## src/sv/egrb_mul32.sv

```systemverilog
// ----------------------------------------------------------------------------
// egrb_mul32
// Shared 32x32 unsigned multiplier with registered product.
// ----------------------------------------------------------------------------
`default_nettype none

module egrb_mul32 (
    input  wire logic        clk,
    input  wire logic [31:0] a,
    input  wire logic [31:0] b,
    output logic      [63:0] p
);

    always_ff @(posedge clk)
    begin
        p <= 64'(a) * 64'(b);
    end

endmodule

`default_nettype wire

```

## config.mk

```make
export PLATFORM = sky130hd
export DESIGN_NAME = egrb_mul32
export DESIGN_NICKNAME = d
export VERILOG_FILES = /design/src/sv/egrb_mul32.sv
export SDC_FILE = /design/constraint.sdc
export NUM_CORES = 2
export LEC_CHECK = 0
export ABC_AREA = 1
export BUFFER_PORTS_ARGS = -buffer_cell sky130_fd_sc_hd__clkbuf_2
export CAP_MARGIN = 10
export CORE_MARGIN = 2
export CORE_UTILIZATION = 30
export CTS_BUF_LIST = sky130_fd_sc_hd__clkbuf_8
export DETAILED_ROUTE_END_ITERATION = 7
export PLACE_DENSITY = 0.49
export SLEW_MARGIN = 20
export SYNTH_ARGS = -nofsm -noshare
export SYNTH_HDL_FRONTEND = slang
export SYNTH_SLANG_ARGS = --single-unit
export TNS_END_PERCENT = 50
```

## constraint.sdc

```tcl
create_clock -name clk -period 13.8 [get_ports clk]
set_clock_uncertainty 0.2 [all_clocks]
set_input_delay 2.76 -clock clk [delete_from_list [all_inputs] [get_ports clk]]
set_output_delay 2.76 -clock clk [all_outputs]
set_load 0.005 [all_outputs]
```

==> flow_summary.yaml <==
outcome:
  status: "complete, no violations"
setup_path:
  crit_fanout: 32
  crit_start: "a[14]"
  required_ns: 13.82
  critical_path_arrival_ns: 9.78
  crit_type: "in2reg"
  end_kind: "flop"
  start_kind: "primary input"
placed_design:
  dp_hpwl_um: 92540
  port_buffers: 128
  routabilityCongestion: 0.9391
clocking:
  post_cts_resized: 0
  clk_root_buffer_cell: "clkbuf_8"
  cts_setup_buffers: 0
  holdBufCountCts: 0
  cts_buffer_depth: 2
  clk_pin_slew_ns: 0.10
  tritoncts: "done"
  cts-buffers-inserted: 9
  cts-htree-levels: 3
  cts_num_sinks: 64
final_layout:
  reg.largest.list: "p x64"
  nets: 6221
  syn_to_final_growth_pct: 6.353
  final_common_cell: "inv_1"
  ff_latch_area_mm2: 0.001281
  multi_input_area_mm2: 0.02889
  fillers: 13530
  largest_reg_flops: 64
  drive_above_1_share: 0.04698
  layout_common_cells: "inv_1, nand2_1, fa_1"
  top_register: "p"
sta:
  fmax_ghz: 0.1024
  max_slew.worst_pin.slew_ns: 1.094
  drv_slew: 0
  setup_violations: 0
  rsz0062_at_grt: "no"
  slew_headroom: 0.2709
  hold_viol: 0
  fin_crit_sh: 0.7073
  layout_min_cycle_time_ns: 9.761
  tns_ns: 0
hold_path:
  hp-start: "b[0]"
  hold_class: "in2reg"
synth:
  synth_nets: 6247
  ys_ff_latch: 64
  synth.distinct_cells: 23
  yosys_warnings: 0
  yosysSeqAreaShare: 0.03426
  syn_inst: 5023
  synth_area_per_cell_um2: 7.446
  synth_area_mm2: 0.03740
routing:
  wire_per_inst_um: 16.77
  routed_via_density: 4.339
  wirelength_um: 111400
  ant_nets: 0
  drc: 0
  first_pass_iters: 8
  first_iter_violations: 1573
  vias: 28810
global_route:
  gr-total-overflow: 0
  track_usage: 0.1819
  grt_first_pass_wirelength_um: 180500
  antenna_found_initial: 4
  grt_max_degree: 33
  grt_pass1_vias: 31430
flow_run:
  drv_cap: 0
floorplan:
  ios: 129
  initial_core_util: 0.3025
  die_w_um: 357.1
  die-area_mm2: 0.1275
  die_h_um: 357.1
  rows: 129
  core-area_mm2: 0.1236
[worst paths after layout]
check / end / slack (ns) / cells after the start
setup / recovery: p[26] / 4.04 / 21
hold / removal: p[0] / 2.70 / 4
[layout make-up]
class,count,share of cell area
clock buffers,9,0.003114
repair buffers,155,0.02120
clock inverters,7,0.001982
well taps,1637,0.05149
diodes,1,0.00006291
multi-input cells,3032,0.7262
inverters,1735,0.1637
flip-flops and latches,64,0.03221
[synth_stat cells]
| cell | n | area, µm² |
|---|---|---|
| nor2_4 | 6 | 67.56 |
| nor3_2 | 6 | 60.06 |
| o21ai_0 | 2 | 10.01 |
| xnor2_1 | 2 | 17.52 |
| o21bai_1 | 11 | 82.58 |
| nand3_2 | 9 | 90.09 |
| nor3_1 | 11 | 55.05 |
| nor2_2 | 14 | 87.58 |
| nor3_4 | 1 | 16.27 |
| nand2_2 | 15 | 93.84 |
| nand4_1 | 16 | 100.1 |
| dfxtp_1 | 64 | 1281 |
| inv_2 | 12 | 45.04 |
| clkbuf_1 | 192 | 720.7 |
| xor2_1 | 33 | 289.0 |
| o21bai_2 | 1 | 11.26 |
| nand2_1 | 1566 | 5878 |
| inv_1 | 1723 | 6467 |
| a21oi_1 | 43 | 215.2 |
| fa_1 | 896 | 17940 |
| nand3_1 | 56 | 280.3 |
| ha_1 | 263 | 3291 |
| nor2_1 | 81 | 304.0 |
[per-layer routing]
metal	GRT usage	vias up	share of wire	wire length (µm)
met5	0	-	0.00031	34
met4	0.02076	4	0.011	1228
met3	0.01474	83	0.035	3879
met2	0.3266	507	0.51	56320
met1	0.2452	14650	0.45	49920
li1	-	13560	-	-
[through the flow]
step | area [µm²] | setup WS [ns] | std cells | hold slack (ns) | utilization
2_1_floorplan | 37400 | 5.026 | 5023 | 2.658 | -
3_3_place_gp | 39570 | 3.550 | 6623 | 2.933 | 0.3201
3_5_place_dp | 39570 | 3.621 | 6623 | 2.934 | 0.3201
4_1_cts | 39770 | 3.997 | 6639 | 2.667 | 0.3217
5_1_grt | 39770 | 3.657 | 6639 | 2.719 | 0.3217
6_report | 39780 | 4.039 | 6640 | 2.700 | 0.3217
[critical path, stage by stage]
cell and delay (ns):
buf_2 0.76, nand2_1 0.12, inv_1 0.10, fa_1 0.44, fa_1 0.54, inv_1 0.05, fa_1 0.56, fa_1 0.45
fa_1 0.54, inv_1 0.06, fa_1 0.46, fa_1 0.57, fa_1 0.45, ha_1 0.38, nand2_1 0.19, inv_1 0.05
nand2_1 0.06, nand2_1 0.10, a21oi_1 0.32, nand3_2 0.27, xor2_1 0.51
[kinds of logic (layout without fill, tap and decap cells)]
group / after synthesis / count (layout) / share of synthesized area
XOR/XNOR: 35 / 35 / 0.008196
AO/OA/AOI/OAI: 57 / 57 / 0.008531
adder cells (fa/ha/maj): 1159 / 1159 / 0.5676
flip-flops: 64 / 64 / 0.03426
other: 0 / 1 / 0
AND/OR/NAND/NOR: 1781 / 1781 / 0.1880
buffers and inverters: 1927 / 1906 / 0.1934
Power is left out: the tool's default activity adds up to more than one toggle a clock period on the data nets, which glitch-free logic cannot reach.
