==> src/sv/egrb_pkg.sv <==
// ----------------------------------------------------------------------------
// egrb_pkg
// Types and constants shared by the edge graph relative bound unit.
// ----------------------------------------------------------------------------
`default_nettype none

package egrb_pkg;

    localparam int BOUND_W   = 48;
    localparam int EPOCH_W   = 8;
    localparam int DIV_STEPS = 48;
    localparam int CFG_W     = 32;
    localparam int VERT_W    = 10;
    localparam int SLOT_W    = 12;

    localparam logic [1:0] MODE_START = 2'd0;
    localparam logic [1:0] MODE_LOAD  = 2'd1;
    localparam logic [1:0] MODE_QUERY = 2'd2;

    localparam logic [0:0] CFG_EPS_SQ   = 1'b0;
    localparam logic [0:0] CFG_RATIO_SQ = 1'b1;

    localparam logic [23:0] RATIO_RESET = 24'h01_0000;

    localparam logic [BOUND_W-1:0] BOUND_INF = 48'hFFFF_FFFF_FFFF;
    localparam logic [BOUND_W-1:0] BOUND_SAT = 48'hFFFF_FFFF_FFFE;

    typedef enum logic [3:0] {
        ST_CLEAR,
        ST_IDLE,
        ST_LOAD_MUL,
        ST_LOAD_CHK,
        ST_LOAD_DIV,
        ST_LOAD_WU,
        ST_LOAD_WV,
        ST_QRY_MUL,
        ST_QRY_OUT
    } state_t;

    typedef struct packed {
        logic              en;
        logic [VERT_W-1:0] addr;
        logic              flag;
    } flag_wr_t;

    function automatic logic [31:0] mag32(input logic [31:0] x);
        logic [31:0] n;
        n = x[31] ? (~x + 32'd1) : x;
        return n;
    endfunction

    // low 32 bits of |a - b|; the magnitude always fits in 32 bits
    function automatic logic [31:0] diff_mag(input logic [31:0] a, input logic [31:0] b);
        logic [32:0] d;
        d = {a[31], a} - {b[31], b};
        if (d[32])
        begin
            d = ~d + 33'd1;
        end
        return d[31:0];
    endfunction

endpackage

`default_nettype wire

==> src/sv/egrb_div.sv <==
// ----------------------------------------------------------------------------
// egrb_div
// Restoring divider: 48 quotient bits of num / (x * 2^16), one bit a cycle.
// Caller guarantees the quotient fits in 48 bits.
// ----------------------------------------------------------------------------
`default_nettype none

module egrb_div (
    input  wire logic                         clk,
    input  wire logic                         rst_n,
    input  wire logic                         start,
    input  wire logic [127:0]                 num,
    input  wire logic [63:0]                  den_x,
    output logic                              done,
    output logic [egrb_pkg::BOUND_W-1:0]      q
);

    logic [127:0] rem_reg, rem_next;
    logic [127:0] d_reg, d_next;
    logic [egrb_pkg::BOUND_W-1:0] q_reg, q_next;
    logic [5:0]   cnt_reg, cnt_next;
    logic         run_reg, run_next;
    logic         done_reg, done_next;

    always_comb
    begin
        rem_next  = rem_reg;
        d_next    = d_reg;
        q_next    = q_reg;
        cnt_next  = cnt_reg;
        run_next  = run_reg;
        done_next = 1'b0;
        if (start)
        begin
            rem_next = num;
            // divisor x*2^16 aligned to the top quotient bit
            d_next   = 128'({den_x, 63'd0});
            q_next   = '0;
            cnt_next = 6'(egrb_pkg::DIV_STEPS - 1);
            run_next = 1'b1;
        end
        else if (run_reg)
        begin
            if (rem_reg >= d_reg)
            begin
                rem_next = rem_reg - d_reg;
                q_next   = {q_reg[egrb_pkg::BOUND_W-2:0], 1'b1};
            end
            else
            begin
                q_next   = {q_reg[egrb_pkg::BOUND_W-2:0], 1'b0};
            end
            d_next = d_reg >> 1;
            if (cnt_reg == 6'd0)
            begin
                run_next  = 1'b0;
                done_next = 1'b1;
            end
            else
            begin
                cnt_next = cnt_reg - 6'd1;
            end
        end
    end

    always_ff @(posedge clk or negedge rst_n)
    begin
        if (!rst_n)
        begin
            run_reg  <= 1'b0;
            done_reg <= 1'b0;
            cnt_reg  <= '0;
        end
        else
        begin
            run_reg  <= run_next;
            done_reg <= done_next;
            cnt_reg  <= cnt_next;
        end
    end

    always_ff @(posedge clk)
    begin
        rem_reg <= rem_next;
        d_reg   <= d_next;
        q_reg   <= q_next;
    end

    assign done = done_reg;
    assign q    = q_reg;

endmodule

`default_nettype wire

==> config.mk <==
export PLATFORM = sky130hd
export DESIGN_NAME = egrb_div
export DESIGN_NICKNAME = d
export VERILOG_FILES = /design/src/sv/egrb_pkg.sv /design/src/sv/egrb_div.sv
export SDC_FILE = /design/constraint.sdc
export NUM_CORES = 1
export LEC_CHECK = 0
export BUFFER_PORTS_ARGS = -buffer_cell sky130_fd_sc_hd__buf_2
export CAP_MARGIN = 0
export CORE_ASPECT_RATIO = 1.25
export CORE_MARGIN = 2
export CORE_UTILIZATION = 45
export DETAILED_ROUTE_END_ITERATION = 10
export MAX_ROUTING_LAYER = met4
export SLEW_MARGIN = 20
export SYNTH_ARGS = -nofsm -noshare
export SYNTH_HDL_FRONTEND = slang
export SYNTH_SLANG_ARGS = --single-unit
==> constraint.sdc <==
create_clock -name clk -period 13.58 [get_ports clk]
set_input_delay 0.679 -clock clk [delete_from_list [all_inputs] [get_ports clk]]
set_output_delay 0.679 -clock clk [all_outputs]
set_load 0.005 [all_outputs]
==> metrics.txt, run 1 <==
largest net degree at the start of global routing 212; Die Ht 251 microns; total grt overflow 0; Post-CTS Setup Bufs 0; slew margin rel. 0.388; CP Launch Type flip-flop; crit-path cells inv_1, ha_1, inv_1, fa_1, a211oi_1, o211ai_1, a31oi_2, o21ai_2, a31oi_1, o21ai_2, a21oi_1, o31ai_1, a41oi_1, a31oi_4, buf_4, buf_4; CP Buf/Inv Count 4; cell count after synthesis 2,688; Die Wd 202 microns; minimum hold slack 0.376 ns; TNS Setup 0 ns; number of vias per cell 5.65; latest clock arrival within the worst-skew pair 0.57 ns; clk slew on worst S/H paths 0.06 ns; fin crit period 4.89 ns; Total GRT Usage 0.271; asr flop ratio synth 0.0257; combinational share of power 0.580; H-tree depth 2; nets 3,141; register area share after synthesis 0.373; max-slew violations 0; number of buffers created by CTS 36; Iter 0 DRT Violations 1,362; Hold Fails Final Rpt 0; yosys warns 0; Initial Util 0.456; Worst Skew 0.0164 ns; I/O Pins 244; CP top delay family compound AO/OA/AOI/OAI gates; worst slew pin tran 0.919 ns; Main synth FF type edfxtp_1; Core Area 48,200 sq um; share of cells above drive strength 1 0.124; Mean Syn Cell Area 8.17 sq um; # rows 90; Clock Path Buffers 3; drt drc 0; number of global-route vias before repair 19,500; Max IR drop VDD 0.0000956 V; first-pass GRT wire length 106,000 microns; Max Cap Violations 0; iteration count of the initial detailed-routing pass 5; crit-path max cell delay 0.69 ns; part of the power in registers 0.245; Arr. time, crit path 5.07 ns; Power Internal 3.09 mW; RSZ-0062 raised after global routing no; crit-path max FO 52; endpoint class of the critical path flip-flop; cells resized by post-CTS repair 0; via count 19,700; switching share of total power 0.461; Yosys cell types 87; EDFF count, synth 192; Placer Congestion 1.01; Net Count, Synth 3,013; #FFs+latches synth 311; crit path kind reg2reg; power per cell area 233 nW/um^2; I/O Buffers 243; Synth Cell Area 22,000 sq um; final worst-path cycle share 0.360; leak pwr 10.8 nW; Final Util 0.512; Detail Route Antenna Nets 0; antenna violations before repair 2; hold_buf cts 1; Largest register FFs 128; hpwl dp 52,600 microns; final WL 67,700 microns; outcome completed; area of the die 50,600 sq um; final setup vio count 0; Sw Pwr 2.65 mW; Fmax achieved 205 MHz; Num Clock Sinks 311; CTS tree built; Worst EP required 13.77 ns; Layout area overhead 12.3%; Worst Hold Class in2reg; Clock power frac 0.176; CTS Root Buffer Type clkbuf_16; Slowest cell on crit path buf_4; DR WL/cell 19.4 microns
-- per-stage QoR --
stage | setup slack [ns] | std cells | total power [mW] | instance area, sq um
2_1_floorplan | 3.59 | 2688 | 3.82 | 22000
3_3_place_gp | 8.92 | 3421 | 4.68 | 23400
3_5_place_dp | 8.77 | 3421 | 4.69 | 23400
4_1_cts | 8.72 | 3487 | 5.73 | 24700
5_1_grt | 8.38 | 3488 | 6.15 | 24700
6_report | 8.69 | 3488 | 5.74 | 24700
-- worst register-to-register path, delay by kind of cell, from the launching register on --
family          cells  cell delay, ns
buf+inv             4            1.28
compound gates     10            2.43
fa+ha+maj           2            0.43
flops               1            0.31
-- synth_stat cells (7+ instances only) --
| cell type | count | area share |
|---|---|---|
| nor4_1 | 12 | 0.0034 |
| mux2i_1 | 115 | 0.052 |
| o21ai_0 | 282 | 0.064 |
| a31oi_1 | 20 | 0.0057 |
| o21bai_1 | 38 | 0.013 |
| o21a_1 | 17 | 0.0058 |
| nand4_1 | 79 | 0.022 |
| nand2_1 | 434 | 0.074 |
| xor2_1 | 40 | 0.016 |
| nand2b_1 | 12 | 0.0034 |
| a21o_1 | 57 | 0.019 |
| xnor2_1 | 79 | 0.031 |
| inv_1 | 167 | 0.029 |
| dfxtp_1 | 111 | 0.10 |
| a21oi_1 | 217 | 0.049 |
| a211oi_1 | 13 | 0.0044 |
| edfxtp_1 | 192 | 0.26 |
| nand3_1 | 27 | 0.0062 |
| clkbuf_1 | 122 | 0.021 |
| o21ai_1 | 19 | 0.0043 |
| dfrtp_1 | 8 | 0.0091 |
| nor2b_1 | 17 | 0.0048 |
| buf_2 | 30 | 0.0068 |
| and2_1 | 11 | 0.0031 |
| or3_1 | 7 | 0.0020 |
| nor3_1 | 37 | 0.0084 |
| o31ai_1 | 18 | 0.0062 |
| ha_1 | 129 | 0.073 |
| nor2_1 | 244 | 0.042 |
| a21boi_0 | 10 | 0.0034 |
-- per-layer routing --
metal | part of all wire | wire length (microns) | global-route usage | vias up
li1 | - | - | - | 9757
met1 | 0.41 | 27900 | 0.315 | 9182
met2 | 0.50 | 33600 | 0.470 | 583
met3 | 0.044 | 2990 | 0.0303 | 188
met4 | 0.048 | 3270 | 0.123 | 0
met5 | 0 | 0 | - | -
-- logic make-up after synthesis --
group / Yosys count / synth area share
simple gates: 915 / 0.183
flops: 311 / 0.373
buf+inv: 332 / 0.0594
mux: 119 / 0.0546
xor+xnor: 119 / 0.0474
fa+ha+maj: 130 / 0.0744
compound gates: 762 / 0.208
-- placed cells by master (no fill, tap or decap), types with 10 or more instances in the layout --
master	count
nor2_1	244
nand2b_1	12
dfxtp_1	111
nand3_1	27
buf_2	242
clkbuf_16	38
a31oi_1	19
a211oi_1	13
o21ai_1	19
xnor2_1	79
o21bai_1	38
nor3_1	37
xor2_1	40
o31ai_1	18
a21o_1	57
o21a_1	17
and2_1	11
inv_1	166
edfxtp_1	192
nand2_1	434
ha_1	129
mux2i_1	115
nand4_1	79
a21oi_1	217
o21ai_0	282
a21boi_0	10
nor2b_1	17
nor4_1	12
-- final cells by class --
class / count / area, sq um
well taps: 644 / 806
diodes: 1 / 2.50
inverters: 168 / 631
clock inverters: 15 / 158
multi-input cells: 2045 / 12500
flip-flops and latches: 311 / 8190
repair buffers: 254 / 1330
clock buffers: 50 / 1060
fillers: 4875 / 23500
-- worst paths after layout --
path / slack, ns / depth (start not counted) / endpoint / start
setup / recovery: 8.69 / 16 / rem_reg[35] / rem_reg[0]
hold / removal: 0.38 / 3 / rem_reg[23] / num[23]
setup reg to reg: 8.69 / 16 / rem_reg[35] / rem_reg[0]
hold reg to reg: 0.50 / 2 / q[47] / q[47]
max in group asynchronous: 12.84 / 2 / run_reg / rst_n
min in group asynchronous: 0.55 / 2 / done / rst_n
-- power by group through the flow --
stage / Clock, mW / Sequential (mW) / Combinational, mW
after CTS: 1.04 / 1.41 / 3.29
after floorplan: 0 / 1.42 / 2.40
after global routing: 1.07 / 1.43 / 3.65
final: 1.01 / 1.40 / 3.33
after detailed placement: 0 / 1.42 / 3.26
after global placement: 0 / 1.41 / 3.26
(Power assumes the default switching activity.)
==> run 2, diff against run 1 <==
==> constraint.sdc (replaced) <==
create_clock -name clk -period 4.7 [get_ports clk]
set_input_delay 0.235 -clock clk [delete_from_list [all_inputs] [get_ports clk]]
set_output_delay 0.235 -clock clk [all_outputs]
set_load 0.005 [all_outputs]
==> run 2 against run 1 <==
  * Register-to-register slack got worse by 8.3 ns
  * Clock-buffer cell count rose by 2
  * Critical path type unchanged
  * Highest routed layer unchanged
  * Wire length rose by 5.7%
  * Worst hold slack got worse by 0.35 ns
  * Die area did not move
==> metrics.txt, run 2 (synthesized netlist as in run 1, its figures left out) <==
met2 Resource Use GR 0.516; dpl cells 3,434; Total GRT Usage 0.285; CTS tree built; crit-path cells ha_1, nand2_1, or3_4, nor4_1, nand4_1, o41ai_1, a21oi_1, o31ai_1, a41oi_2, a31oi_4, buf_12, buf_12; crit-path max FO 44; Layout area overhead 20.2%; Post-CTS Setup Bufs 0; CP top delay family compound AO/OA/AOI/OAI gates; H-tree depth 2; leak pwr 11.5 nW; TNS Setup 0 ns; Post-Layout Cell Count 3,665; Worst Reg2Reg Path Length in Cells 12; Num Clock Sinks 311; crit-path max cell delay 0.47 ns; number of vias per cell 5.61; CP Buf/Inv Count 2; Hold Fails Final Rpt 0; Critical Path Stages 12; iteration count of the initial detailed-routing pass 5; final WL 71,500 microns; outcome completed; Die Ht 251 microns; slew margin rel. 0.205; fin crit period 4.29 ns; Max Cap Violations 0; # rows 90; DR WL/cell 19.5 microns; reg2reg start rem_reg[12]; Detail Route Antenna Nets 0; met1 Resource Use GR 0.325; Iter 0 DRT Violations 1,172; Largest register FFs 128; Die Wd 202 microns; first-pass GRT wire length 112,000 microns; largest net degree at the start of global routing 210; Core Area 48,200 sq um; via count 20,600; CP Launch Type flip-flop; dpl ws 0.383 ns; Worst EP required 4.94 ns; Ant. Diodes 0; number of global-route vias before repair 20,700; Worst Setup SP rem_reg[12]; area of the die 50,600 sq um; hpwl dp 53,900 microns; share of cells above drive strength 1 0.121; most common cell after layout, fill and taps aside nand2_1; latest clock arrival within the worst-skew pair 0.57 ns; crit path kind reg2reg; endpoint class of the critical path flip-flop; total power 16.7 mW; Initial Util 0.456; clk slew on worst S/H paths 0.06 ns; I/O Buffers 243; number of buffers created by CTS 35; antenna violations before repair 0; worst r2r dst rem_reg[38]; Setup crit end rem_reg[38]; most frequent cells in the layout 434 x nand2_1, 282 x o21ai_0, 244 x nor2_1; Critical Path Most Common Cell buf_12; power per cell area 632 nW/um^2; nets 3,320; drt drc 0; Final WS setup 0.410 ns; worst slew pin tran 1.19 ns; Worst Hold Class in2reg; Placer Congestion 0.972; max-slew violations 0; Arr. time, crit path 4.53 ns; met3 Track Usage GR 0.0307; Max IR drop VDD 0.000392 V; CTS Root Buffer Type clkbuf_16; final setup vio count 0; Slowest cell on crit path ha_1; I/O Pins 244; Clock Path Buffers 3; final worst-path cycle share 0.913; total grt overflow 0; r2r setup slk 0.41 ns; RSZ-0062 raised after global routing no; Fmax achieved 233 MHz; layer with the highest usage met2; Worst Skew 0.0170 ns
## run 2: cell count changes in the layout (fill, tap and decap cells not counted), moves of 3 or more
cell           delta
buf_12            +4
buf_4            +11
clkbuf_1          +5
clkbuf_16         -3
dlygate4sd3_1   +167
## run 2: final cells by class
class / instances / area [sq um]
clock inverters: 11 / 93.8
fillers: 4631 / 21800
well taps: 644 / 806
inverters: 168 / 631
clock buffers: 52 / 1000
repair buffers: 434 / 3140
flip-flops and latches: 311 / 8190
multi-input cells: 2045 / 12500
## run 2: worst min path at each step
| stage | startpoint | to | slack [ns] | depth (start not counted) |
|---|---|---|---|---|
| 5_1_grt | num[69] | rem_reg[69] | 0.02 | 3 |
| 6_report | num[69] | rem_reg[69] | 0.02 | 3 |
| 2_1_floorplan | rst_n | cnt_reg[0] | -0.06 | 0 |
| 3_3_place_gp | rst_n | done | 0.09 | 1 |
| 4_1_cts | num[64] | rem_reg[64] | 0.003 | 3 |
| 3_5_place_dp | rst_n | done | 0.09 | 1 |
## run 2: where the power goes
| group | internal (mW) | switching (mW) | total (mW) | leakage (nW) |
|---|---|---|---|---|
| sequential | 3.82 | 0.240 | 4.06 | 3.04 |
| clock | 1.49 | 1.19 | 2.69 | 0.529 |
| combinational | 3.60 | 6.34 | 9.94 | 7.97 |
## run 2: worst min-delay path: cells and delay by family
| family | cells | cell delay, ns |
|---|---|---|
| compound gates | 1 | 0.09 |
| simple gates | 1 | 0.07 |
| buf+inv | 1 | 0.07 |
## run 2: what timing repair did
item | CTS | global route
hold buffers | 168 | 0
gates resized for setup | 0 | 0
hold endpoints to repair | 175 | 0
## run 2: per-layer routing
metal,vias to the layer above,routed length [microns]
li1,10100,-
met1,9742,29300
met2,533,36700
met3,150,2890
met4,0,2660
met5,-,0
## run 2: through the flow
| step | instance area (sq um) | hold slack [ns] | util |
|---|---|---|---|
| finish | 26400 | 0.0222 | 0.548 |
| global placement | 23600 | 0.0853 | 0.490 |
| floorplan | 22000 | -0.0606 | - |
| detailed placement | 23600 | 0.0875 | 0.490 |
| CTS | 26400 | 0.00267 | 0.548 |
| global route | 26400 | 0.0158 | 0.548 |
==> run 3, diff against run 2 <==
--- a/config.mk
+++ b/config.mk
@@ -5,7 +5,7 @@
 export SDC_FILE = /design/constraint.sdc
 export NUM_CORES = 1
 export LEC_CHECK = 0
-export BUFFER_PORTS_ARGS = -buffer_cell sky130_fd_sc_hd__buf_2
+export BUFFER_PORTS_ARGS = -buffer_cell sky130_fd_sc_hd__clkbuf_2
 export CAP_MARGIN = 0
 export CORE_ASPECT_RATIO = 1.25
 export CORE_MARGIN = 2
==> run 3 against run 2 <==
  * Largest cell class unchanged
  * Critical endpoint is now rem_reg[47]
  * Clock skew increased by 0.0039 ns
  * Maximum frequency increased by 2.0%
  * Register-to-register slack improved by 0.08 ns
==> metrics.txt, run 3 (synthesized netlist as in run 1, its figures left out) <==
outcome completed; DR WL/cell 19.2 microns; Max Cap Violations 0; worst slew pin tran 1.10 ns; final setup vio count 0; clk slew on worst S/H paths 0.06 ns; Hold Fails Final Rpt 0; Layout area overhead 20.0%; share of cells above drive strength 1 0.121; CTS Root Buffer Type clkbuf_16; final worst-path cycle share 0.895; number of vias per cell 5.58; total grt overflow 0; Max IR drop VDD 0.000388 V; crit-path max FO 76; area of the die 50,600 sq um; Core Area 48,200 sq um; most common cell after layout, fill and taps aside nand2_1; minimum hold slack 0.0254 ns; Detail Route Antenna Nets 0; H-tree depth 2; RSZ-0062 raised after global routing no; I/O Buffers 243; Sw Pwr 7.75 mW; number of buffers created by CTS 35; Worst Reg2Reg Path Length in Cells 11; Worst Skew 0.0209 ns; Placer Congestion 0.972; power per cell area 633 nW/um^2; Power Internal 8.94 mW; I/O Pins 244; CP Launch Type flip-flop; endpoint class of the critical path flip-flop; largest net degree at the start of global routing 203; first-pass GRT wire length 108,000 microns; cells resized by post-CTS repair 0; Worst Hold Class in2reg; Clock power frac 0.164; Die Wd 202 microns; Largest register FFs 128; drt drc 0; TNS Setup 0 ns; fin crit period 4.21 ns; Layout fillers 4,670; Arr. time, crit path 4.41 ns; Clock Path Buffers 3; antenna violations before repair 1; combinational share of power 0.594; Post-Layout Cell Count 3,659; part of the power in registers 0.243; Num Clock Sinks 311; dpl ws 0.488 ns; Fmax achieved 238 MHz; latest clock arrival within the worst-skew pair 0.57 ns; slew margin rel. 0.270; Final WS setup 0.493 ns; Die Ht 251 microns; dpl cells 3,431; Iter 0 DRT Violations 1,221; max-slew violations 0; Worst EP required 4.90 ns; crit path kind reg2reg; iteration count of the initial detailed-routing pass 6; via count 20,400; hpwl dp 53,300 microns; Total GRT Usage 0.277; most frequent cells in the layout 434 x nand2_1, 282 x o21ai_0, 244 x nor2_1; # rows 90; number of global-route vias before repair 20,200; Initial Util 0.456; nets 3,312; final WL 70,300 microns; Hold Crit Depth 3; leak pwr 11.5 nW; switching share of total power 0.464; CTS tree built
[run 3: cell count changes in the layout (fill, tap and decap cells not counted), moves of 2 or more]
| cell | before | now |
|---|---|---|
| clkbuf_1 | 11 | 8 |
| inv_16 | 2 | 0 |
| clkinv_1 | 3 | 5 |
| buf_4 | 18 | 16 |
| clkbuf_8 | 6 | 0 |
| buf_2 | 242 | 0 |
| clkinv_2 | 2 | 7 |
| clkbuf_16 | 35 | 38 |
| dlygate4sd3_1 | 168 | 163 |
| clkbuf_2 | 0 | 242 |
| clkinvlp_4 | 2 | 0 |
[run 3: stage by stage]
step                      area, sq um   util  total power, mW
after global routing            26400  0.547             17.8
after detailed placement        23600  0.489             13.7
after floorplan                 22000      -             11.0
final                           26400  0.547             16.7
after global placement          23600  0.489             13.7
after CTS                       26400  0.547             16.6
[run 3: power groups by stage]
| stage | combinational (mW) | sequential, mW | clock [mW] |
|---|---|---|---|
| finish | 9.91 | 4.05 | 2.73 |
| global route | 10.8 | 4.12 | 2.90 |
| CTS | 9.77 | 4.06 | 2.82 |
| detailed placement | 9.60 | 4.11 | 0 |
| global placement | 9.60 | 4.08 | 0 |
| floorplan | 6.96 | 4.06 | 0 |
[run 3: final timing paths]
kind | start | end | slack (ns)
min in group asynchronous | rst_n | done | 0.08
setup / recovery | rem_reg[12] | rem_reg[47] | 0.49
max in group asynchronous | rst_n | run_reg | 4.40
setup reg to reg | rem_reg[12] | rem_reg[47] | 0.49
hold reg to reg | q[47] | q[47] | 0.52
hold / removal | num[53] | rem_reg[53] | 0.03
[run 3: critical path, cell delays in order, from the launching register on]
cell and delay (ns):
edfxtp_1 0.38, ha_1 0.47, nand2_1 0.16, or3_4 0.42
nor4_1 0.37, nand4_1 0.18, o41ai_1 0.32, a21oi_1 0.09
o31ai_1 0.42, a41oi_2 0.22, a31oi_4 0.31, buf_12 0.38
[run 3: routing by layer]
| layer | part of all wire | GRT usage | vias up |
|---|---|---|---|
| li1 | - | - | 10100 |
| met1 | 0.41 | 0.317 | 9590 |
| met2 | 0.51 | 0.493 | 553 |
| met3 | 0.037 | 0.0294 | 170 |
| met4 | 0.043 | 0.115 | 0 |
| met5 | 0 | - | - |
[run 3: area by class of cell]
class / count / area, sq um / share of cell area
diodes: 1 / 2.50 / 0.0000949
repair buffers: 426 / 3060 / 0.116
well taps: 644 / 806 / 0.0306
flip-flops and latches: 311 / 8190 / 0.311
clock inverters: 18 / 156 / 0.00593
multi-input cells: 2045 / 12500 / 0.475
clock buffers: 46 / 981 / 0.0372
inverters: 168 / 631 / 0.0239
[run 3: what timing repair did]
action                                 CTS  global route
setup buffers                            0             0
hold buffers                           163             0
endpoints found under the hold margin  170             0
